==> src/design/sdc_pkg.sv <==
// Shared types and constants for the synthesizer divider word calculator.
// No dependencies; every other design file refers to it by scoped names.
package sdc_pkg;

    localparam int FRAC_BITS  = 20;
    localparam int FREQ_W     = 32;
    localparam int STEP_W     = 27;
    localparam int INT_W      = 8;
    localparam int HALF_W     = 10;
    localparam int BAND_W     = 2;
    localparam int NUM_EDGES  = 5;
    localparam int NUM_BANDS  = NUM_EDGES - 1;
    localparam int CFG_IDX_W  = 3;
    localparam int CFG_DATA_W = 32;

    // One quotient bit per cell over the whole dividend f << FRAC_BITS.
    localparam int DIV_STEPS  = FREQ_W + FRAC_BITS;
    // Partial remainder: one bit above the divisor.
    localparam int REM_W      = STEP_W + 1;
    // Low quotient bits that reach the outputs.
    localparam int Q_KEEP     = (FRAC_BITS + INT_W > 2 * HALF_W) ?
                                (FRAC_BITS + INT_W) : (2 * HALF_W);
    // Front register, one register per cell, output register.
    localparam int LATENCY    = DIV_STEPS + 2;

    // Register indexes on the configuration port.
    localparam logic [CFG_IDX_W-1:0] REG_PLL_STEP = 3'd0;
    localparam logic [CFG_IDX_W-1:0] REG_EDGE_0   = 3'd1;
    localparam logic [CFG_IDX_W-1:0] REG_EDGE_1   = 3'd2;
    localparam logic [CFG_IDX_W-1:0] REG_EDGE_2   = 3'd3;
    localparam logic [CFG_IDX_W-1:0] REG_EDGE_3   = 3'd4;
    localparam logic [CFG_IDX_W-1:0] REG_EDGE_4   = 3'd5;

    localparam logic [STEP_W-1:0] PLL_STEP_RST = 27'd30000000;
    localparam logic [FREQ_W-1:0] EDGE_0_RST   = 32'd2300000000;
    localparam logic [FREQ_W-1:0] EDGE_1_RST   = 32'd2400000000;
    localparam logic [FREQ_W-1:0] EDGE_2_RST   = 32'd2500000000;
    localparam logic [FREQ_W-1:0] EDGE_3_RST   = 32'd2600000000;
    localparam logic [FREQ_W-1:0] EDGE_4_RST   = 32'd2700000000;

    typedef logic [NUM_EDGES-1:0][FREQ_W-1:0] edges_t;

    // Payload that travels down the divider chain with each beat.
    typedef struct packed {
        logic              ok;
        logic [BAND_W-1:0] band;
        logic [FREQ_W-1:0] num;   // dividend bits not yet consumed, MSB next
        logic [REM_W-1:0]  rem;   // partial remainder
        logic [Q_KEEP-1:0] quo;   // low quotient bits so far
    } stage_t;

endpackage

==> src/design/sdc_band_sel.sv <==
// Front stage: band lookup against the NUM_EDGES band edges and chain entry register.
// Depends on sdc_pkg.
module sdc_band_sel
(
    input  logic                      clk,
    input  logic                      rst_n,
    input  logic                      in_valid,
    input  logic [sdc_pkg::FREQ_W-1:0] freq,
    input  sdc_pkg::edges_t           edges,
    output logic                      out_valid,
    output sdc_pkg::stage_t           out_stage
);

    logic                       valid_reg;
    sdc_pkg::stage_t            stage_reg;
    sdc_pkg::stage_t            stage_next;
    logic [sdc_pkg::NUM_BANDS-1:0] hit;

    always_comb
    begin
        for (int k = 0; k < sdc_pkg::NUM_BANDS; k++)
        begin
            hit[k] = (freq >= edges[k]) && (freq < edges[k+1]);
        end
    end

    // Lowest matching band wins.
    always_comb
    begin
        stage_next      = '0;
        stage_next.num  = freq;
        for (int k = sdc_pkg::NUM_BANDS - 1; k >= 0; k--)
        begin
            if (hit[k])
            begin
                stage_next.ok   = 1'b1;
                stage_next.band = k[sdc_pkg::BAND_W-1:0];
            end
        end
    end

    always_ff @(posedge clk or negedge rst_n)
    begin
        if (!rst_n)
        begin
            valid_reg <= 1'b0;
        end
        else
        begin
            valid_reg <= in_valid;
        end
    end

    always_ff @(posedge clk)
    begin
        stage_reg <= stage_next;
    end

    assign out_valid = valid_reg;
    assign out_stage = stage_reg;

endmodule

==> config.mk <==
export PLATFORM = sky130hd
export DESIGN_NAME = sdc_band_sel
export DESIGN_NICKNAME = d
export VERILOG_FILES = /design/src/design/sdc_pkg.sv /design/src/design/sdc_band_sel.sv
export SDC_FILE = /design/constraint.sdc
export NUM_CORES = 1
export LEC_CHECK = 0
export BUFFER_PORTS_ARGS = -buffer_cell sky130_fd_sc_hd__buf_4
export CAP_MARGIN = 5
export CELL_PAD_IN_SITES_DETAIL_PLACEMENT = 1
export CELL_PAD_IN_SITES_GLOBAL_PLACEMENT = 1
export CORE_MARGIN = 10
export CORE_UTILIZATION = 29
export DETAILED_ROUTE_END_ITERATION = 16
export PLACE_DENSITY = 0.92
export SETUP_SLACK_MARGIN = 0.5
export SLEW_MARGIN = 0
export SYNTH_ARGS = -nofsm -noshare
export SYNTH_HDL_FRONTEND = slang
export SYNTH_SLANG_ARGS = --single-unit
==> constraint.sdc <==
create_clock -name clk -period 0.8 [get_ports clk]
set_clock_uncertainty 0.05 [all_clocks]
set_input_delay 0.12 -clock clk [delete_from_list [all_inputs] [get_ports clk]]
set_output_delay 0.12 -clock clk [all_outputs]
set_load 0.03 [all_outputs]
==> results of run 1 <==
[sequential cells by signal, summed over array words and instances (netlist names)]
signal	count
out_stage	35
out_valid	1
[synthesized netlist by cell type (3+ instances only)]
master	number	area share, %
a211oi_1	9	1.3
o211ai_1	4	0.58
buf_4	56	8.1
a21oi_1	53	5.1
inv_1	157	11
dfxtp_1	35	14
nor4_1	5	0.60
a221oi_1	3	0.51
nor2_1	13	0.94
a21o_1	27	3.9
nand4_1	28	3.4
nand3_1	6	0.58
o21a_1	8	1.2
or4_1	4	0.58
o21ai_0	21	2.0
ha_1	159	38
nand2_1	25	1.8
a211o_1	3	0.51
nor2b_1	6	0.72
[worst max-delay path, cell delays in order]
cell	delay, ns
buf_4	0.15
ha_1	0.32
a21oi_1	0.08
o21ai_0	0.37
a2111oi_4	0.13
buf_4	0.15
o31ai_1	0.38
o211ai_2	0.16
and2_4	0.17
nor3b_2	0.16
[cell families (layout without fill, tap and decap cells)]
logic type	count (synthesis)	count (layout)	synth area share [%]
AND/OR/NAND/NOR	101	101	10.8
flip-flops	36	36	14.0
AO/OA/AOI/OAI	142	142	17.3
adder cells (fa/ha/maj)	159	159	38.4
other	1	56	0.0724
buffers and inverters	213	484	19.5
[metal layers]
metal	GRT usage (%)	up-vias	part of all wire [%]	wire length, um
met5	0	-	0	0
met4	10.5	0	4.7	1210
met3	5.61	68	5.9	1530
met2	36.4	241	52	13300
met1	20.8	2780	38	9690
li1	-	2787	-	-
[final timing paths]
kind                           from             to  slack [ns]
setup / recovery           freq[17]  out_stage[89]       -1.22
hold / removal             in_valid      out_valid       -0.13
max in group asynchronous     rst_n      out_valid        0.54
min in group asynchronous     rst_n      out_valid        0.07
[final cells by class]
cell class,count,area [um2]
Clock inverter,3,90.1
Tap cell,225,282
Clock buffer,5,125
Timing Repair Buffer,319,2610
Sequential cell,36,855
Inverter,157,642
Fill cell,2088,8630
Multi-Input combinational cell,458,4190
[report_power, final]
group	switching (uW)	leakage, uW	internal [uW]
Clock	1030	0.000104	2110
Combinational	2510	0.00443	2310
Sequential	68.6	0.000318	1880
Total	3610	0.00485	6290
[stage by stage]
stage          hold WS (ns)  total power (uW)  cell area, um2  worst slack, ns
4_1_cts              -0.135              9710            8590            -1.13
2_1_floorplan        -0.226              4300            5810            -1.13
5_1_grt              -0.133             10500            8790            -1.26
3_5_place_dp         -0.154              6210            7900            -1.61
6_report             -0.129              9900            8790            -1.22
3_3_place_gp         -0.154              5940            7900            -1.56
[placed cells by master (no fill, tap or decap), drive strengths merged, types with 8 or more instances in the layout]
| cell | instances |
|---|---|
| a21o | 27 |
| nand2 | 25 |
| inv | 157 |
| buf | 318 |
| a211oi | 9 |
| dfxtp | 35 |
| nor2 | 13 |
| a21oi | 53 |
| ha | 159 |
| nand4 | 29 |
| o21ai | 22 |
| conb | 56 |
| o21a | 8 |
[timing repair]
action | in CTS | in global routing
resized for setup | 80 | 27
endpoints found under the hold margin | 19 | 17
setup endpoints to repair | 39 | 39
pin swaps | 36 | 22
setup buffers | 14 | 7
==> flow_summary.json, run 1 <==
{
  "start_kind": "input port",
  "critPathKind": "in -> reg",
  "clockBufferDepth": 2,
  "cts_buffers": 5,
  "ctsHoldBuffers": 1,
  "ys_types": 44,
  "grt_pass1_vias": 6892,
  "syn_area_um2": 5180,
  "drive_gt1_share_pct": 44.9,
  "grt_antenna_before_repair": 0,
  "yosysWarningCount": 0,
  "cp_max_fo": 6,
  "root_buffer": "clkbuf_16",
  "routed-via-count": 5876,
  "routed_via_density": 4.88,
  "fin_hold_ws_ns": -0.129,
  "synth_edf_count": 0,
  "fin_tns_setup_ns": -8.87,
  "end_kind": "register",
  "initial_core_util_pct": 29.7,
  "synth.avg_cell_area_um2": 7.94,
  "setup_viol_count_final": 39,
  "finalMaxSlewViolations": 0,
  "synth_flop_cell": "dfxtp_1",
  "dp_hpwl_mm": 21.5,
  "place_congestion": 0.818,
  "hold-path-cell-count": 1,
  "port_buffers": 230,
  "drtIter0Drc": 179,
  "synth_seq_cells": 36,
  "fmax_mhz": 495,
  "drt-pass1-iter-count": 5,
  "period_minus_slack_ns": 2.02,
  "dieArea_um2": 23600,
  "synthToLayoutAreaGrowth_pct": 69.8,
  "fin_ws_ns": -1.22,
  "htree_levels": 2,
  "fp.coreArea_um2": 17400,
  "finalCoreUtilization_pct": 50.5,
  "hold_violations": 17,
  "path_clk_slew_ns": 0.07,
  "diodes": 0,
  "worstPathArrival_ns": 2.20,
  "clock_sinks": 36,
  "synthCells": 652,
  "cap_violations": 0,
  "synth_seq_area_share_pct": 14.0,
  "io_pins": 287,
  "peakVddDrop_mv": 0.818,
  "wirelength_mm": 25.8,
  "grt_overflow_total": 0,
  "grt_max_degree": 13,
  "violations": "hold timing, setup timing",
  "rows": 48,
  "stdcell_count": 1203,
  "ant_nets": 0,
  "dp_cells": 1173,
  "fin_crit_sh_pct": 253,
  "worstHoldPathType": "in -> reg",
  "fp.dieH_um": 154,
  "drc_errors": 0,
  "grt_usage_pct": 20.2,
  "fin_nets": 1331,
  "cts_tree": "built",
  "outcome": "finished with violations",
  "p_leak_uw": 0.00485,
  "wl_per_cell_um": 21.4,
  "die_w_um": 154,
  "power.density_nw_per_um2": 1130,
  "grt_setup_unrepaired": "yes",
  "cp.required_ns": 0.98,
  "synth-async-reset-ratio_pct": 2.78,
  "grt_pass1_wl_mm": 37.8
}
No activity file was read; power rests on OpenSTA's default activity.
==> run 2, diff against run 1 <==
--- a/config.mk
+++ b/config.mk
@@ -11,6 +11,7 @@
 export CELL_PAD_IN_SITES_GLOBAL_PLACEMENT = 1
 export CORE_MARGIN = 10
 export CORE_UTILIZATION = 29
+export CTS_BUF_LIST = sky130_fd_sc_hd__clkbuf_8
 export DETAILED_ROUTE_END_ITERATION = 16
 export PLACE_DENSITY = 0.92
 export SETUP_SLACK_MARGIN = 0.5
==> run 2 against run 1 <==
- the flow still finishes with violations (hold timing, setup timing)
- final cell count barely moved
- critical path type unchanged
- core utilization rose by 0.34 points
- largest power group unchanged
- worst setup slack gained 0.047 ns
==> flow_summary.json, run 2 (same netlist as run 1, synthesis figures left out) <==
{
  "outcome": "finished with violations",
  "violations": "hold timing, setup timing",
  "power_uw": 9380,
  "path_clk_slew_ns": 0.09,
  "grt_setup_unrepaired": "yes",
  "hold_violations": 18,
  "grt_pass1_wl_mm": 38.9,
  "wl_per_cell_um": 22.2,
  "drt-pass1-iter-count": 4,
  "routed_via_density": 4.96,
  "ant_nets": 0,
  "wirelength_mm": 26.7,
  "fin_nets": 1330,
  "fin_crit_sh_pct": 247,
  "fp.dieH_um": 154,
  "rows": 48,
  "dp_hpwl_mm": 21.5,
  "cts_buffers": 5,
  "fmax_mhz": 507,
  "dieArea_um2": 23600,
  "fin_hold_ws_ns": -0.147,
  "grt_usage_pct": 20.9,
  "multi_input_area_um2": 4270,
  "grt_overflow_total": 0,
  "cap_violations": 0,
  "final_common_cell": "buf_4",
  "end_kind": "register",
  "start_kind": "input port",
  "finalCoreUtilization_pct": 50.8,
  "drive_gt1_share_pct": 45.9,
  "final_cell_mix": "buf_4, inv_1, ha_1, conb_1, buf_6",
  "cp.required_ns": 0.99,
  "timing.critical_path.from": "freq[5]",
  "finalMaxSlewViolations": 0,
  "critPathKind": "in -> reg",
  "grt_antenna_before_repair": 0,
  "cp-endpoint": "out_stage[89]",
  "period_minus_slack_ns": 1.97,
  "place_congestion": 0.818,
  "drc_errors": 0,
  "root_buffer": "clkbuf_8",
  "synthToLayoutAreaGrowth_pct": 70.9,
  "fp.coreArea_um2": 17400,
  "cp_max_fo": 3,
  "power.density_nw_per_um2": 1060,
  "grt_max_degree": 13,
  "hold-path-cell-count": 1,
  "fin_ws_ns": -1.17,
  "ctsHoldBuffers": 1,
  "htree_levels": 2,
  "p_leak_uw": 0.00484,
  "post-place-ws_ns": -1.61,
  "peakVddDrop_mv": 0.645,
  "setup_viol_count_final": 39,
  "nFillCells": 2071,
  "register_area_um2": 855,
  "grt_pass1_vias": 7067,
  "initial_core_util_pct": 29.7,
  "largest_reg_flops": 35,
  "port_buffers": 230,
  "worstHoldPathType": "in -> reg",
  "worstPathArrival_ns": 2.17,
  "die_w_um": 154,
  "routed-via-count": 5962,
  "diodes": 0,
  "io_pins": 287,
  "drtIter0Drc": 195,
  "cts_tree": "built",
  "clock_sinks": 36,
  "clockBufferDepth": 2
}
run 2: cell types whose count changed in the layout (fill, tap and decap cells not counted), moves of 2 or more:
cell,change
ha_1,-6
ha_4,+6
clkbuf_16,-5
a21oi_2,+2
clkbuf_8,+5
buf_6,+8
buf_4,-10
run 2: how the worst min path moves through the flow:
| stage | start | end |
|---|---|---|
| CTS | in_valid | out_valid |
| floorplan | rst_n | out_valid |
| global route | in_valid | out_valid |
| finish | in_valid | out_valid |
| detailed placement | rst_n | out_valid |
| global placement | rst_n | out_valid |
run 2: routing by layer:
layer | GRT usage [%] | part of all wire [%] | vias to the layer above
li1 | - | - | 2780
met1 | 20.8 | 36 | 2810
met2 | 37.8 | 52 | 279
met3 | 5.86 | 7.1 | 93
met4 | 12.5 | 5.4 | 0
met5 | 0 | 0 | -
run 2: critical path, cell delays in order:
cell      delay [ns]
buf_4           0.14
ha_1            0.33
nand2_1         0.08
or3_4           0.43
a211oi_4        0.18
a211o_1         0.17
a211oi_2        0.10
a211o_1         0.32
and2_4          0.15
nor3b_2         0.16
run 2: power by group:
group	internal (uW)	switching, uW	leakage, uW	total (uW)
logic	2340	2570	0.00445	4920
registers	1880	70.5	0.000318	1950
clock network	1560	955	0.0000784	2520
run 2: area by class of cell:
cell class	count	share of cell area (%)
clock inverters	3	1.02
well taps	225	3.18
inverters	157	7.25
repair buffers	318	29.9
clock buffers	5	0.777
flip-flops and latches	36	9.66
multi-input cells	458	48.2
run 2: repair_timing:
item                                    in CTS  in global routing
buffers inserted                            14                  6
hold endpoints to repair                    24                 20
endpoints found under the setup margin      39                 39
pin swaps                                   42                 24
resized for setup                           96                 32
run 2: per-stage QoR:
step                std cells  cell area, um2  setup TNS (ns)  hold WS (ns)
floorplan                 707            5810           -3.34        -0.226
global placement         1173            7900           -4.61        -0.154
detailed placement       1173            7900           -4.73        -0.154
CTS                      1196            8630          -10.27        -0.167
global route             1202            8850          -11.01        -0.162
finish                   1202            8850           -9.81        -0.147
